--- config.mk ---
export PLATFORM = sky130hd
export DESIGN_NAME = fragment_frame_checker_unit
export DESIGN_NICKNAME = d
export VERILOG_FILES = /design/src/design/ffc_pkg.sv /design/src/design/ffc_front.sv /design/src/design/ffc_queue.sv /design/src/design/ffc_back.sv /design/src/design/fragment_frame_checker_unit.sv
export VERILOG_INCLUDE_DIRS = /design/src /design/src/design
export SDC_FILE = /design/constraint.sdc
export NUM_CORES = 1
export LEC_CHECK = 0
export BUFFER_PORTS_ARGS = -buffer_cell sky130_fd_sc_hd__buf_4
export CAP_MARGIN = 20
export CELL_PAD_IN_SITES_DETAIL_PLACEMENT = 1
export CELL_PAD_IN_SITES_GLOBAL_PLACEMENT = 1
export CORE_ASPECT_RATIO = 0.8
export CORE_MARGIN = 4
export CORE_UTILIZATION = 45
export CTS_BUF_LIST = sky130_fd_sc_hd__clkbuf_8
export DETAILED_ROUTE_END_ITERATION = 16
export PLACE_DENSITY_LB_ADDON = 0.08
export SLEW_MARGIN = 30
export SYNTH_ARGS = -nofsm -noshare
export SYNTH_HDL_FRONTEND = slang
export SYNTH_SLANG_ARGS = --single-unit
--- constraint.sdc ---
create_clock -name clk -period 6.2 [get_ports clk]
set_input_delay 0.93 -clock clk [delete_from_list [all_inputs] [get_ports clk]]
set_output_delay 0.93 -clock clk [all_outputs]
set_load 0.005 [all_outputs]
--- src/design/fragment_frame_checker_unit_assert.svh ---
// assertion macros for the frame checker
`ifndef FRAGMENT_FRAME_CHECKER_UNIT_ASSERT_SVH
`define FRAGMENT_FRAME_CHECKER_UNIT_ASSERT_SVH

// same-cycle implication
`define FFC_ASSERT_IMPL(lbl, ante, cons) \
    lbl: assert property (@(posedge clk) disable iff (!rst_n) (ante) |-> (cons)) \
        else $error("ffc assertion failed");

// next-cycle implication
`define FFC_ASSERT_NEXT(lbl, ante, cons) \
    lbl: assert property (@(posedge clk) disable iff (!rst_n) (ante) |=> (cons)) \
        else $error("ffc assertion failed");

`endif

--- src/design/ffc_pkg.sv ---
package ffc_pkg;

    localparam int unsigned HEADER_BYTES = 10;
    localparam int unsigned MARKER_LEN = 6;
    localparam logic [31:0] CRC_POLY_REFLECTED = 32'hEDB88320;
    localparam logic [31:0] CRC_INIT = 32'hFFFFFFFF;
    localparam logic [16:0] POS_MAX = 17'h1FFFF;
    localparam logic [15:0] PAYLOAD_LENGTH_RESET = 16'd64;

    localparam logic [15:0] TYPE_DATA = 16'h3131;
    localparam logic [15:0] TYPE_DATA_END = 16'h3130;
    localparam logic [15:0] TYPE_END_CONN = 16'h3030;
    localparam logic [15:0] TYPE_KEEPALIVE = 16'h3031;

    localparam logic [2:0] VERDICT_ACK = 3'd0;
    localparam logic [2:0] VERDICT_RESEND = 3'd1;
    localparam logic [2:0] VERDICT_FILE_START = 3'd2;
    localparam logic [2:0] VERDICT_END_DATA = 3'd3;
    localparam logic [2:0] VERDICT_END_CONN = 3'd4;
    localparam logic [2:0] VERDICT_KEEPALIVE = 3'd5;
    localparam logic [2:0] VERDICT_BAD_HEADER = 3'd6;
    localparam logic [2:0] VERDICT_BAD_LENGTH = 3'd7;

    localparam logic REG_PAYLOAD_LENGTH = 1'b0;

    typedef struct packed {
        logic [15:0] type_chars;
        logic [31:0] number;
        logic [31:0] checksum;
        logic [31:0] crc;
        logic        len_short;
        logic        len_ok;
        logic        marker_ok;
    } ffc_frame_t;

    function automatic logic [31:0] crc_byte(input logic [31:0] crc_in, input logic [7:0] b);
        logic [31:0] c;
        c = crc_in ^ {24'b0, b};
        for (int k = 0; k < 8; k++) begin
            c = c[0] ? ((c >> 1) ^ CRC_POLY_REFLECTED) : (c >> 1);
        end
        return c;
    endfunction

    function automatic logic [7:0] marker_byte(input logic [2:0] idx);
        logic [7:0] m;
        unique case (idx)
            3'd0: m = 8'h21;
            3'd1: m = 8'h66;
            3'd2: m = 8'h69;
            3'd3: m = 8'h6C;
            3'd4: m = 8'h65;
            default: m = 8'h00;
        endcase
        return m;
    endfunction

endpackage

--- src/design/ffc_front.sv ---
module ffc_front (
    input  logic                   clk,
    input  logic                   rst_n,
    input  logic                   in_valid,
    input  logic                   in_ready,
    input  logic [7:0]             frame_byte,
    input  logic                   frame_end,
    input  logic [15:0]            payload_length,
    output logic                   push,
    output ffc_pkg::ffc_frame_t    push_data
);

    logic [16:0] pos_reg, pos_next;
    logic [15:0] type_reg, type_next;
    logic [31:0] num_reg, num_next;
    logic [31:0] sum_reg, sum_next;
    logic [31:0] crc_reg, crc_next;
    logic        match_reg, match_next;
    logic        take;
    logic [16:0] p;
    logic [1:0]  lane;
    logic [17:0] len;
    logic [17:0] len_expected;

    assign take = in_valid && in_ready;
    assign p = pos_reg - 17'(ffc_pkg::HEADER_BYTES);
    assign len = {1'b0, pos_reg} + 18'd1;
    assign len_expected = 18'(ffc_pkg::HEADER_BYTES) + {2'b0, payload_length};

    always_comb
    begin
        pos_next = pos_reg;
        type_next = type_reg;
        num_next = num_reg;
        sum_next = sum_reg;
        crc_next = crc_reg;
        match_next = match_reg;
        lane = 2'd0;
        if (take)
        begin
            priority if (pos_reg < 17'd2)
            begin
                type_next = {type_reg[7:0], frame_byte};
            end
            else if (pos_reg < 17'd6)
            begin
                lane = 2'(pos_reg - 17'd2);
                num_next[{lane, 3'b000} +: 8] = frame_byte;
            end
            else if (pos_reg < 17'(ffc_pkg::HEADER_BYTES))
            begin
                lane = 2'(pos_reg - 17'd6);
                sum_next[{lane, 3'b000} +: 8] = frame_byte;
            end
            else
            begin
                if (p < {1'b0, payload_length})
                begin
                    crc_next = ffc_pkg::crc_byte(crc_reg, frame_byte);
                end
                if (p < 17'(ffc_pkg::MARKER_LEN)
                    && frame_byte != ffc_pkg::marker_byte(p[2:0]))
                begin
                    match_next = 1'b0;
                end
            end
            pos_next = (pos_reg == ffc_pkg::POS_MAX) ? pos_reg : pos_reg + 17'd1;
        end
    end

    always_comb
    begin
        push = take && frame_end;
        push_data.type_chars = type_next;
        push_data.number = num_next;
        push_data.checksum = sum_next;
        push_data.crc = crc_next;
        push_data.len_short = len < 18'(ffc_pkg::HEADER_BYTES);
        push_data.len_ok = len == len_expected;
        push_data.marker_ok = match_next
            && payload_length >= 16'(ffc_pkg::MARKER_LEN);
    end

    always_ff @(posedge clk or negedge rst_n)
    begin
        if (!rst_n)
        begin
            pos_reg <= '0;
            type_reg <= '0;
            num_reg <= '0;
            sum_reg <= '0;
            crc_reg <= ffc_pkg::CRC_INIT;
            match_reg <= 1'b1;
        end
        else if (push)
        begin
            pos_reg <= '0;
            type_reg <= '0;
            num_reg <= '0;
            sum_reg <= '0;
            crc_reg <= ffc_pkg::CRC_INIT;
            match_reg <= 1'b1;
        end
        else
        begin
            pos_reg <= pos_next;
            type_reg <= type_next;
            num_reg <= num_next;
            sum_reg <= sum_next;
            crc_reg <= crc_next;
            match_reg <= match_next;
        end
    end

endmodule

--- src/design/ffc_queue.sv ---
module ffc_queue (
    input  logic                   clk,
    input  logic                   rst_n,
    input  logic                   push,
    input  ffc_pkg::ffc_frame_t    push_data,
    input  logic                   pop,
    output logic                   full,
    output logic                   not_empty,
    output ffc_pkg::ffc_frame_t    head
);

    ffc_pkg::ffc_frame_t entry_reg [2];
    logic       wr_ptr_reg, wr_ptr_next;
    logic       rd_ptr_reg, rd_ptr_next;
    logic [1:0] count_reg, count_next;

    assign full = count_reg == 2'd2;
    assign not_empty = count_reg != 2'd0;
    assign head = entry_reg[rd_ptr_reg];

    always_comb
    begin
        wr_ptr_next = push ? ~wr_ptr_reg : wr_ptr_reg;
        rd_ptr_next = pop ? ~rd_ptr_reg : rd_ptr_reg;
        count_next = count_reg + {1'b0, push} - {1'b0, pop};
    end

    always_ff @(posedge clk)
    begin
        if (push)
        begin
            entry_reg[wr_ptr_reg] <= push_data;
        end
    end

    always_ff @(posedge clk or negedge rst_n)
    begin
        if (!rst_n)
        begin
            wr_ptr_reg <= 1'b0;
            rd_ptr_reg <= 1'b0;
            count_reg <= 2'd0;
        end
        else
        begin
            wr_ptr_reg <= wr_ptr_next;
            rd_ptr_reg <= rd_ptr_next;
            count_reg <= count_next;
        end
    end

endmodule

--- src/design/ffc_back.sv ---
module ffc_back (
    input  logic                   clk,
    input  logic                   rst_n,
    input  logic                   head_valid,
    input  ffc_pkg::ffc_frame_t    head,
    output logic                   pop,
    output logic                   out_valid,
    input  logic                   out_ready,
    output logic [2:0]             verdict,
    output logic [31:0]            frame_number
);

    logic [31:0] last_reg, last_next;
    logic        valid_reg, valid_next;
    logic [2:0]  verdict_reg, verdict_next;
    logic [31:0] number_reg, number_next;
    logic        is_data;

    assign pop = head_valid && (!valid_reg || out_ready);
    assign is_data = head.type_chars == ffc_pkg::TYPE_DATA;

    always_comb
    begin
        priority if (head.len_short)
            verdict_next = ffc_pkg::VERDICT_BAD_LENGTH;
        else if (is_data && !head.len_ok)
            verdict_next = ffc_pkg::VERDICT_BAD_LENGTH;
        else if (is_data && ~head.crc != head.checksum)
            verdict_next = ffc_pkg::VERDICT_RESEND;
        else if (is_data && head.marker_ok)
            verdict_next = ffc_pkg::VERDICT_FILE_START;
        else if (is_data)
            verdict_next = ffc_pkg::VERDICT_ACK;
        else if (head.type_chars == ffc_pkg::TYPE_DATA_END && head.number == last_reg)
            verdict_next = ffc_pkg::VERDICT_END_DATA;
        else if (head.type_chars == ffc_pkg::TYPE_END_CONN)
            verdict_next = ffc_pkg::VERDICT_END_CONN;
        else if (head.type_chars == ffc_pkg::TYPE_KEEPALIVE && head.number == 32'd0)
            verdict_next = ffc_pkg::VERDICT_KEEPALIVE;
        else
            verdict_next = ffc_pkg::VERDICT_BAD_HEADER;
    end

    always_comb
    begin
        last_next = last_reg;
        number_next = number_reg;
        valid_next = valid_reg && !out_ready;
        if (pop)
        begin
            valid_next = 1'b1;
            number_next = head.number;
            if (is_data && !head.len_short && head.len_ok)
            begin
                last_next = head.number;
            end
        end
    end

    always_ff @(posedge clk)
    begin
        if (pop)
        begin
            verdict_reg <= verdict_next;
        end
        number_reg <= number_next;
    end

    always_ff @(posedge clk or negedge rst_n)
    begin
        if (!rst_n)
        begin
            last_reg <= '0;
            valid_reg <= 1'b0;
        end
        else
        begin
            last_reg <= last_next;
            valid_reg <= valid_next;
        end
    end

    assign out_valid = valid_reg;
    assign verdict = verdict_reg;
    assign frame_number = number_reg;

endmodule

--- src/design/fragment_frame_checker_unit.sv ---
// frame checker: takes a datagram one byte per transfer on the in channel
// (frame_byte, frame_end marks the last byte) and gives one verdict and the
// header's fragment number on the out channel per datagram
// the front parses the 10-byte header and runs the byte-wide crc-32 as bytes
// arrive, one byte per cycle while in_ready is high; the datagram's summary
// goes to a two-entry queue and the back forms the verdict into an output register
// out_valid rises once the final byte's summary has passed through the queue
// entry and then the output register; a stalled receiver can delay it
// throughput: one byte per cycle while in_ready is high, one result per cycle at most
// payload_length sits at apb byte address 0, reset value 64; write it only
// while no datagram is in flight
// reset clears the header state, crc, last data number and all valid flags
// when the receiver stalls, the output register holds, the queue fills, and
// in_ready drops only once both queue entries hold finished datagrams
`include "fragment_frame_checker_unit_assert.svh"

module fragment_frame_checker_unit (
    input  logic        clk,
    input  logic        rst_n,
    input  logic        in_valid,
    output logic        in_ready,
    input  logic [7:0]  frame_byte,
    input  logic        frame_end,
    output logic        out_valid,
    input  logic        out_ready,
    output logic [2:0]  verdict,
    output logic [31:0] frame_number,
    input  logic        psel,
    input  logic        penable,
    input  logic        pwrite,
    input  logic [2:0]  paddr,
    input  logic [31:0] pwdata,
    output logic [31:0] prdata,
    output logic        pready
);

    logic [15:0] payload_length_reg, payload_length_next;
    logic        q_push, q_pop, q_full, q_not_empty;
    ffc_pkg::ffc_frame_t q_in, q_head;
    logic        reg_hit;

    assign pready = 1'b1;
    assign reg_hit = paddr[2] == ffc_pkg::REG_PAYLOAD_LENGTH && paddr[1:0] == 2'b00;
    assign prdata = reg_hit ? {16'b0, payload_length_reg} : 32'b0;

    always_comb
    begin
        payload_length_next = payload_length_reg;
        if (psel && penable && pwrite && paddr[2] == ffc_pkg::REG_PAYLOAD_LENGTH)
        begin
            payload_length_next = pwdata[15:0];
        end
    end

    always_ff @(posedge clk or negedge rst_n)
    begin
        if (!rst_n)
        begin
            payload_length_reg <= ffc_pkg::PAYLOAD_LENGTH_RESET;
        end
        else
        begin
            payload_length_reg <= payload_length_next;
        end
    end

    assign in_ready = !q_full;

    ffc_front u_front (
        .clk            (clk),
        .rst_n          (rst_n),
        .in_valid       (in_valid),
        .in_ready       (in_ready),
        .frame_byte     (frame_byte),
        .frame_end      (frame_end),
        .payload_length (payload_length_reg),
        .push           (q_push),
        .push_data      (q_in)
    );

    ffc_queue u_queue (
        .clk       (clk),
        .rst_n     (rst_n),
        .push      (q_push),
        .push_data (q_in),
        .pop       (q_pop),
        .full      (q_full),
        .not_empty (q_not_empty),
        .head      (q_head)
    );

    ffc_back u_back (
        .clk          (clk),
        .rst_n        (rst_n),
        .head_valid   (q_not_empty),
        .head         (q_head),
        .pop          (q_pop),
        .out_valid    (out_valid),
        .out_ready    (out_ready),
        .verdict      (verdict),
        .frame_number (frame_number)
    );

    `FFC_ASSERT_IMPL(a_no_overflow, q_full, !q_push)
    `FFC_ASSERT_IMPL(a_pop_has_room, q_pop, q_not_empty && (!out_valid || out_ready))
    `FFC_ASSERT_NEXT(a_end_pending, in_valid && in_ready && frame_end, q_not_empty || out_valid)

endmodule
=== After elaboration in Yosys (flattened, before gate mapping) ===
Memory sizes are Yosys's and may differ from the RTL's.
Index checks and enable logic that the tools add are counted.

* $lt $le $gt $ge: 7
* $add $sub $neg: 10
* Bitwise gates (word level): 13
* Muxes and demuxes: 52
* Reduce and logical (&&, ||, !) cells: 32
* Equal/unequal tests: 15
* Shift operators: 4

{| class="wikitable"
|+ Operators by type and width
! cell !! count
|-
| 2-to-1 mux 32 bit || 23
|-
| inverter 13 -> 14 bit || 8
|-
| bitwise mux 32 bit || 2
|-
| == test 16 x 14 -> 1 bit (second input constant) || 4
|-
| 2-to-1 mux 16 bit || 4
|-
| variable shift 8 x 7 -> 32 bit (first input constant) || 2
|-
| variable part select 8 x 7 -> 32 bit || 2
|-
| 2-to-1 mux 17 bit || 3
|-
| case mux 7 bit (5 select lines) || 1
|-
| less-than comparator 17 x 3 -> 1 bit (second input constant) || 2
|-
| == test 32 bit || 1
|-
| zero test 32 bit || 1
|-
| 2-to-1 mux 8 bit || 4
|-
| != test 32 bit || 1
|-
| inverter 32 bit || 1
|-
| bitwise XOR 32 x 8 -> 32 bit || 1
|-
| adder 17 x 1 -> 18 bit (second input constant) || 1
|-
| == test 18 bit || 1
|-
| less-than comparator 18 x 4 -> 1 bit (second input constant) || 1
|-
| adder 17 x 1 -> 17 bit (second input constant) || 1
|-
| adder 4 x 16 -> 17 bit (first input constant) || 1
|-
| == test 17 bit (second input constant) || 1
|-
| logical AND 1 bit || 17
|-
| less-than comparator 17 x 16 -> 1 bit || 1
|-
| 26 further kinds || 49
|}

* Bits in registers: 218
* Memory bits (writable): 230
* Output and inout port bits: 70
* Memories: 1
* Input port bits: 51
* Word-level logic and storage cells: 149

{| class="wikitable"
|+ Memories
! memory !! words !! width !! rd ports !! clocked after Yosys merged registers in !! write ports !! line !! source
|-
| u_queue.entry_reg || 2 || 115 || 1 || 0 || 1 || ffc_queue.sv:12 || <nowiki>ffc_pkg::ffc_frame_t entry_reg [2];</nowiki>
|}

=== Logic depth before layout (Yosys ltp) ===
* Word-level depth: 23
* Mapped depth: 16
* Depth with buffers taken out: 13

=== Cells and area by module ===
Synthesis repeated with hierarchy kept, for this count alone.

* Cell total of the unflattened synthesis: 1702
* Area, all modules: 21828.4 sq um

{| class="wikitable"
|+ Modules (own cells, without submodules)
! module !! sequential area each (sq um) !! cells an instance !! area an instance (sq um) !! instances
|-
| ffc_front || 3294.4 || 1031 || 8921.1 || 1
|-
| ffc_queue || 7006.7 || 373 || 8653.3 || 1
|-
| ffc_back || 1876.8 || 226 || 3347.0 || 1
|-
| fragment_frame_checker_unit || 401.6 || 72 || 907.1 || 1
|}

=== Worst setup path after synthesis ===
OpenSTA, ideal clock, no wires.

* Path type: input to register
* Start: input port in_valid
* End: memory u_queue.entry_reg[0][0] (netlist name) (enable)
* Path buffers: 1
* Arrival: 6.150 ns
* Stages on the path: 4
* Library setup time: 0.590 ns
* Path slack: -0.541 ns
* Data required time: 5.610 ns
* Cells stage by stage: and2_1 nand2_1 clkbuf_1 nor2_1

* Word-level cells in the longest chain between the ends: 4

{| class="wikitable"
|+ Ends and longest elaborated chain
! what !! line !! source
|-
| from (decl) || fragment_frame_checker_unit.sv:20 || <nowiki>input logic in_valid,</nowiki>
|-
| logical AND 1 bit || ffc_front.sv:25 || <nowiki>assign take = in_valid && in_ready;</nowiki>
|-
| logical AND 1 bit || ffc_front.sv:73 || <nowiki>push = take && frame_end;</nowiki>
|-
| 2-to-1 mux 1 bit || ffc_queue.sv:30 || <nowiki>if (push)</nowiki>
|-
| 2-to-1 mux 1 bit (implied by the code) || ffc_queue.sv:32 || <nowiki>entry_reg[wr_ptr_reg] <= push_data;</nowiki>
|-
| to (decl) || ffc_queue.sv:12 ||
|}

No other way between the ends.

==> results.ini <==
[final_layout]
nFillCells = 4872
fin_util_pct = 51.1
area_growth_pct = 12.5
multi_input_area_um2 = 8170
final_nets = 1915
largest_register_ffs = 230
drive_above_1_share_pct = 18.4
final_common_cell = edfxtp_1
mostFrequentLayoutCells = edfxtp_1, xnor2_1, nand2_1, dfrtp_1, buf_4
finalNonFillerCells = 2517
final-seq-area_um2 = 12600

[placement]
gp_congestion = 0.828
dp.cells = 2378
io_buffers = 87
post-dp-hpwl_um = 38800

[logic_synthesis]
ys.warnings.count = 0
yosysTopAreaCellShare_pct = 37.2
synth_edf_count = 265
synth_area_leader_cell = edfxtp_1
synth-async-reset-ratio_pct = 40.8
synthCells = 1723
synth_area_leaders = edfxtp_1, dfrtp_1, xnor2_1
synthFlopType = edfxtp_1
synth-seq-area-share_pct = 58.9
syn_area_per_cell_um2 = 12.4
synth.cell_area_um2 = 21400
synth_seq_cells = 448
synthDistinctLibCells = 77

[critical_path]
path_class = reg2reg
start_kind = flop
cp.required_ns = 6.57
cp_max_fo = 38
r2r_slack_ns = 1.29
rr_startpoint = u_front.pos_reg[1]
r2r_cells = 14
r2r-end = u_queue.entry_reg[0][22]
cp.arrival_ns = 5.28
crit_path_end_kind = flop

[timing]
tightest_slew_ns = 0.975
rsz0062_at_grt = false
fmax_mhz = 204
hold_viol_final = 0
skew_ns = 0.0377
post-route-min-period_ns = 4.91
max_slew_margin_pct = 35.0
setup_viol = 0
fin_tns_setup_ns = 0
whs_ns = 0.132
final_max_slew_viol_count = 0
period_share_pct = 79.2

[floorplanning]
initial_core_util_pct = 45.5
die_h_um = 203
core-area_um2 = 47000
die_area_um2 = 51000
core.rowCount = 71
ios = 121
dieWidth_um = 252

[worst_hold_path]
worst_hold_path_type = in2async

[clock_network]
root_buffer = clkbuf_8
cts_sinks = 448
clk_pin_slew_worst_paths_ns = 0.06
ctsResizeCount = 0
htreeDepth = 3
clk_path_buf_depth = 3
cts_setup_buffers = 0
cts_tree = done
hold_buffers = 0
clkLatencyLatePin_ns = 0.66
cts-buffers-inserted = 74

[detailed_routing]
first_pass_iters = 4
wl_met1_um = 26600
wl_per_cell_um = 21.9
top_layer_used = met4
totalWireLength_um = 55100
wl_met2_um = 25100
vias = 13400
vias_per_cell = 5.34
first_iter_violations = 813
drc_errors = 0
wl_met3_um = 2330
postRouteAntennaNets = 0

[pwr]
irDropWorstVdd_uv = 179
power.density_nw_per_um2 = 344
power_leakage_nw = 9.74

[global_route]
grt_pass1_wl_um = 85900
grtUsageTotal_pct = 21.8
gr-total-overflow = 0
grt_pass1_vias = 14200
antenna_found_initial = 2
grt_max_degree = 102

[job]
drv_cap = 0

[outcome]
status = finished, final reports clean

==> through the flow <==
| step | setup WS, ns | total power [mW] | instance area (um2) |
|---|---|---|---|
| 6_report | 1.29 | 8.28 | 24000 |
| 5_1_grt | 0.978 | 8.74 | 24000 |
| 4_1_cts | 1.28 | 8.40 | 24000 |
| 3_5_place_dp | 1.33 | 5.85 | 22600 |
| 3_3_place_gp | 1.45 | 5.78 | 22600 |
| 2_1_floorplan | 1.20 | 5.13 | 21400 |
==> how the worst max path moves through the flow <==
stage / from / to / slack [ns] / depth (start not counted)
CTS: u_front.pos_reg[1] / u_queue.entry_reg[1][31] / 1.28 / 14
floorplan: in_valid / u_queue.entry_reg[1][0] / 1.20 / 6
detailed placement: u_front.pos_reg[1] / u_queue.entry_reg[0][31] / 1.33 / 13
finish: u_front.pos_reg[1] / u_queue.entry_reg[0][22] / 1.29 / 14
global route: u_front.pos_reg[1] / u_queue.entry_reg[1][31] / 0.98 / 13
global placement: u_front.pos_reg[1] / u_queue.entry_reg[0][30] / 1.45 / 14
==> worst max-delay path, cell delays in order, from the launching register on <==
cell,delay [ns]
dfrtp_1,0.48
inv_1,0.25
ha_1,0.36
nand2b_1,0.24
nand2_1,0.13
nor3_1,0.20
xor2_1,0.20
ha_1,0.29
a21oi_1,0.15
nand2_1,0.09
a2111oi_2,0.54
nand3_1,0.35
a31o_4,0.52
buf_4,0.38
mux2_4,0.39
==> cell type report <==
| class | count | area share, % |
|---|---|---|
| multi-input cells | 1138 | 34.0 |
| flip-flops and latches | 448 | 52.3 |
| diodes | 2 | 0.0208 |
| well taps | 620 | 3.23 |
| inverters | 64 | 1.00 |
| clock inverters | 53 | 1.08 |
| repair buffers | 109 | 3.57 |
| clock buffers | 83 | 4.75 |
==> layer usage <==
layer  global-route usage [%]  up-vias
met5                        0        -
met4                     5.15        0
met3                     4.39       70
met2                     33.8      247
met1                     31.9     6802
li1                         -     6313
==> cells by family (layout without fill, tap and decap cells) <==
family	count (synthesis)	after routing	synth area share, %
adder cells (fa/ha/maj)	29	29	1.70
buffers and inverters	152	309	3.40
XOR/XNOR	222	222	9.78
other	2	19	0.0352
AO/OA/AOI/OAI	179	179	5.09
multiplexers	146	146	7.84
AND/OR/NAND/NOR	545	545	13.3
flip-flops	448	448	58.9
==> power by group <==
group | switching [mW] | internal (mW) | total [mW]
clock | 1.22 | 1.28 | 2.49
sequential | 0.238 | 3.63 | 3.86
combinational | 1.15 | 0.771 | 1.92
==> synth_stat cells (4+ instances only) <==
library cell and number:
nor2_1 85, dfrtp_1 149, clkbuf_1 43, or4_1 5
xnor2_1 169, inv_1 64, nand2_1 167, nor2b_1 4
nand2b_1 4, o31ai_1 8, mux2_1 12, and2_1 83
ha_1 29, nand4_1 21, a21oi_1 62, nand3_1 68
nor4_1 36, a311oi_1 4, buf_6 6, nor3_1 25
nor4bb_1 5, edfxtp_1 265, xor2_1 37, mux2_4 31
xnor3_1 4, a211o_1 7, or3_1 5, a21o_1 7
dfstp_2 34, xnor2_2 10, buf_2 14, nor3_4 4
mux2_2 34, mux2i_1 69, o21ai_0 62, buf_4 22
Note: power is estimated with default switching activity, not from simulation.
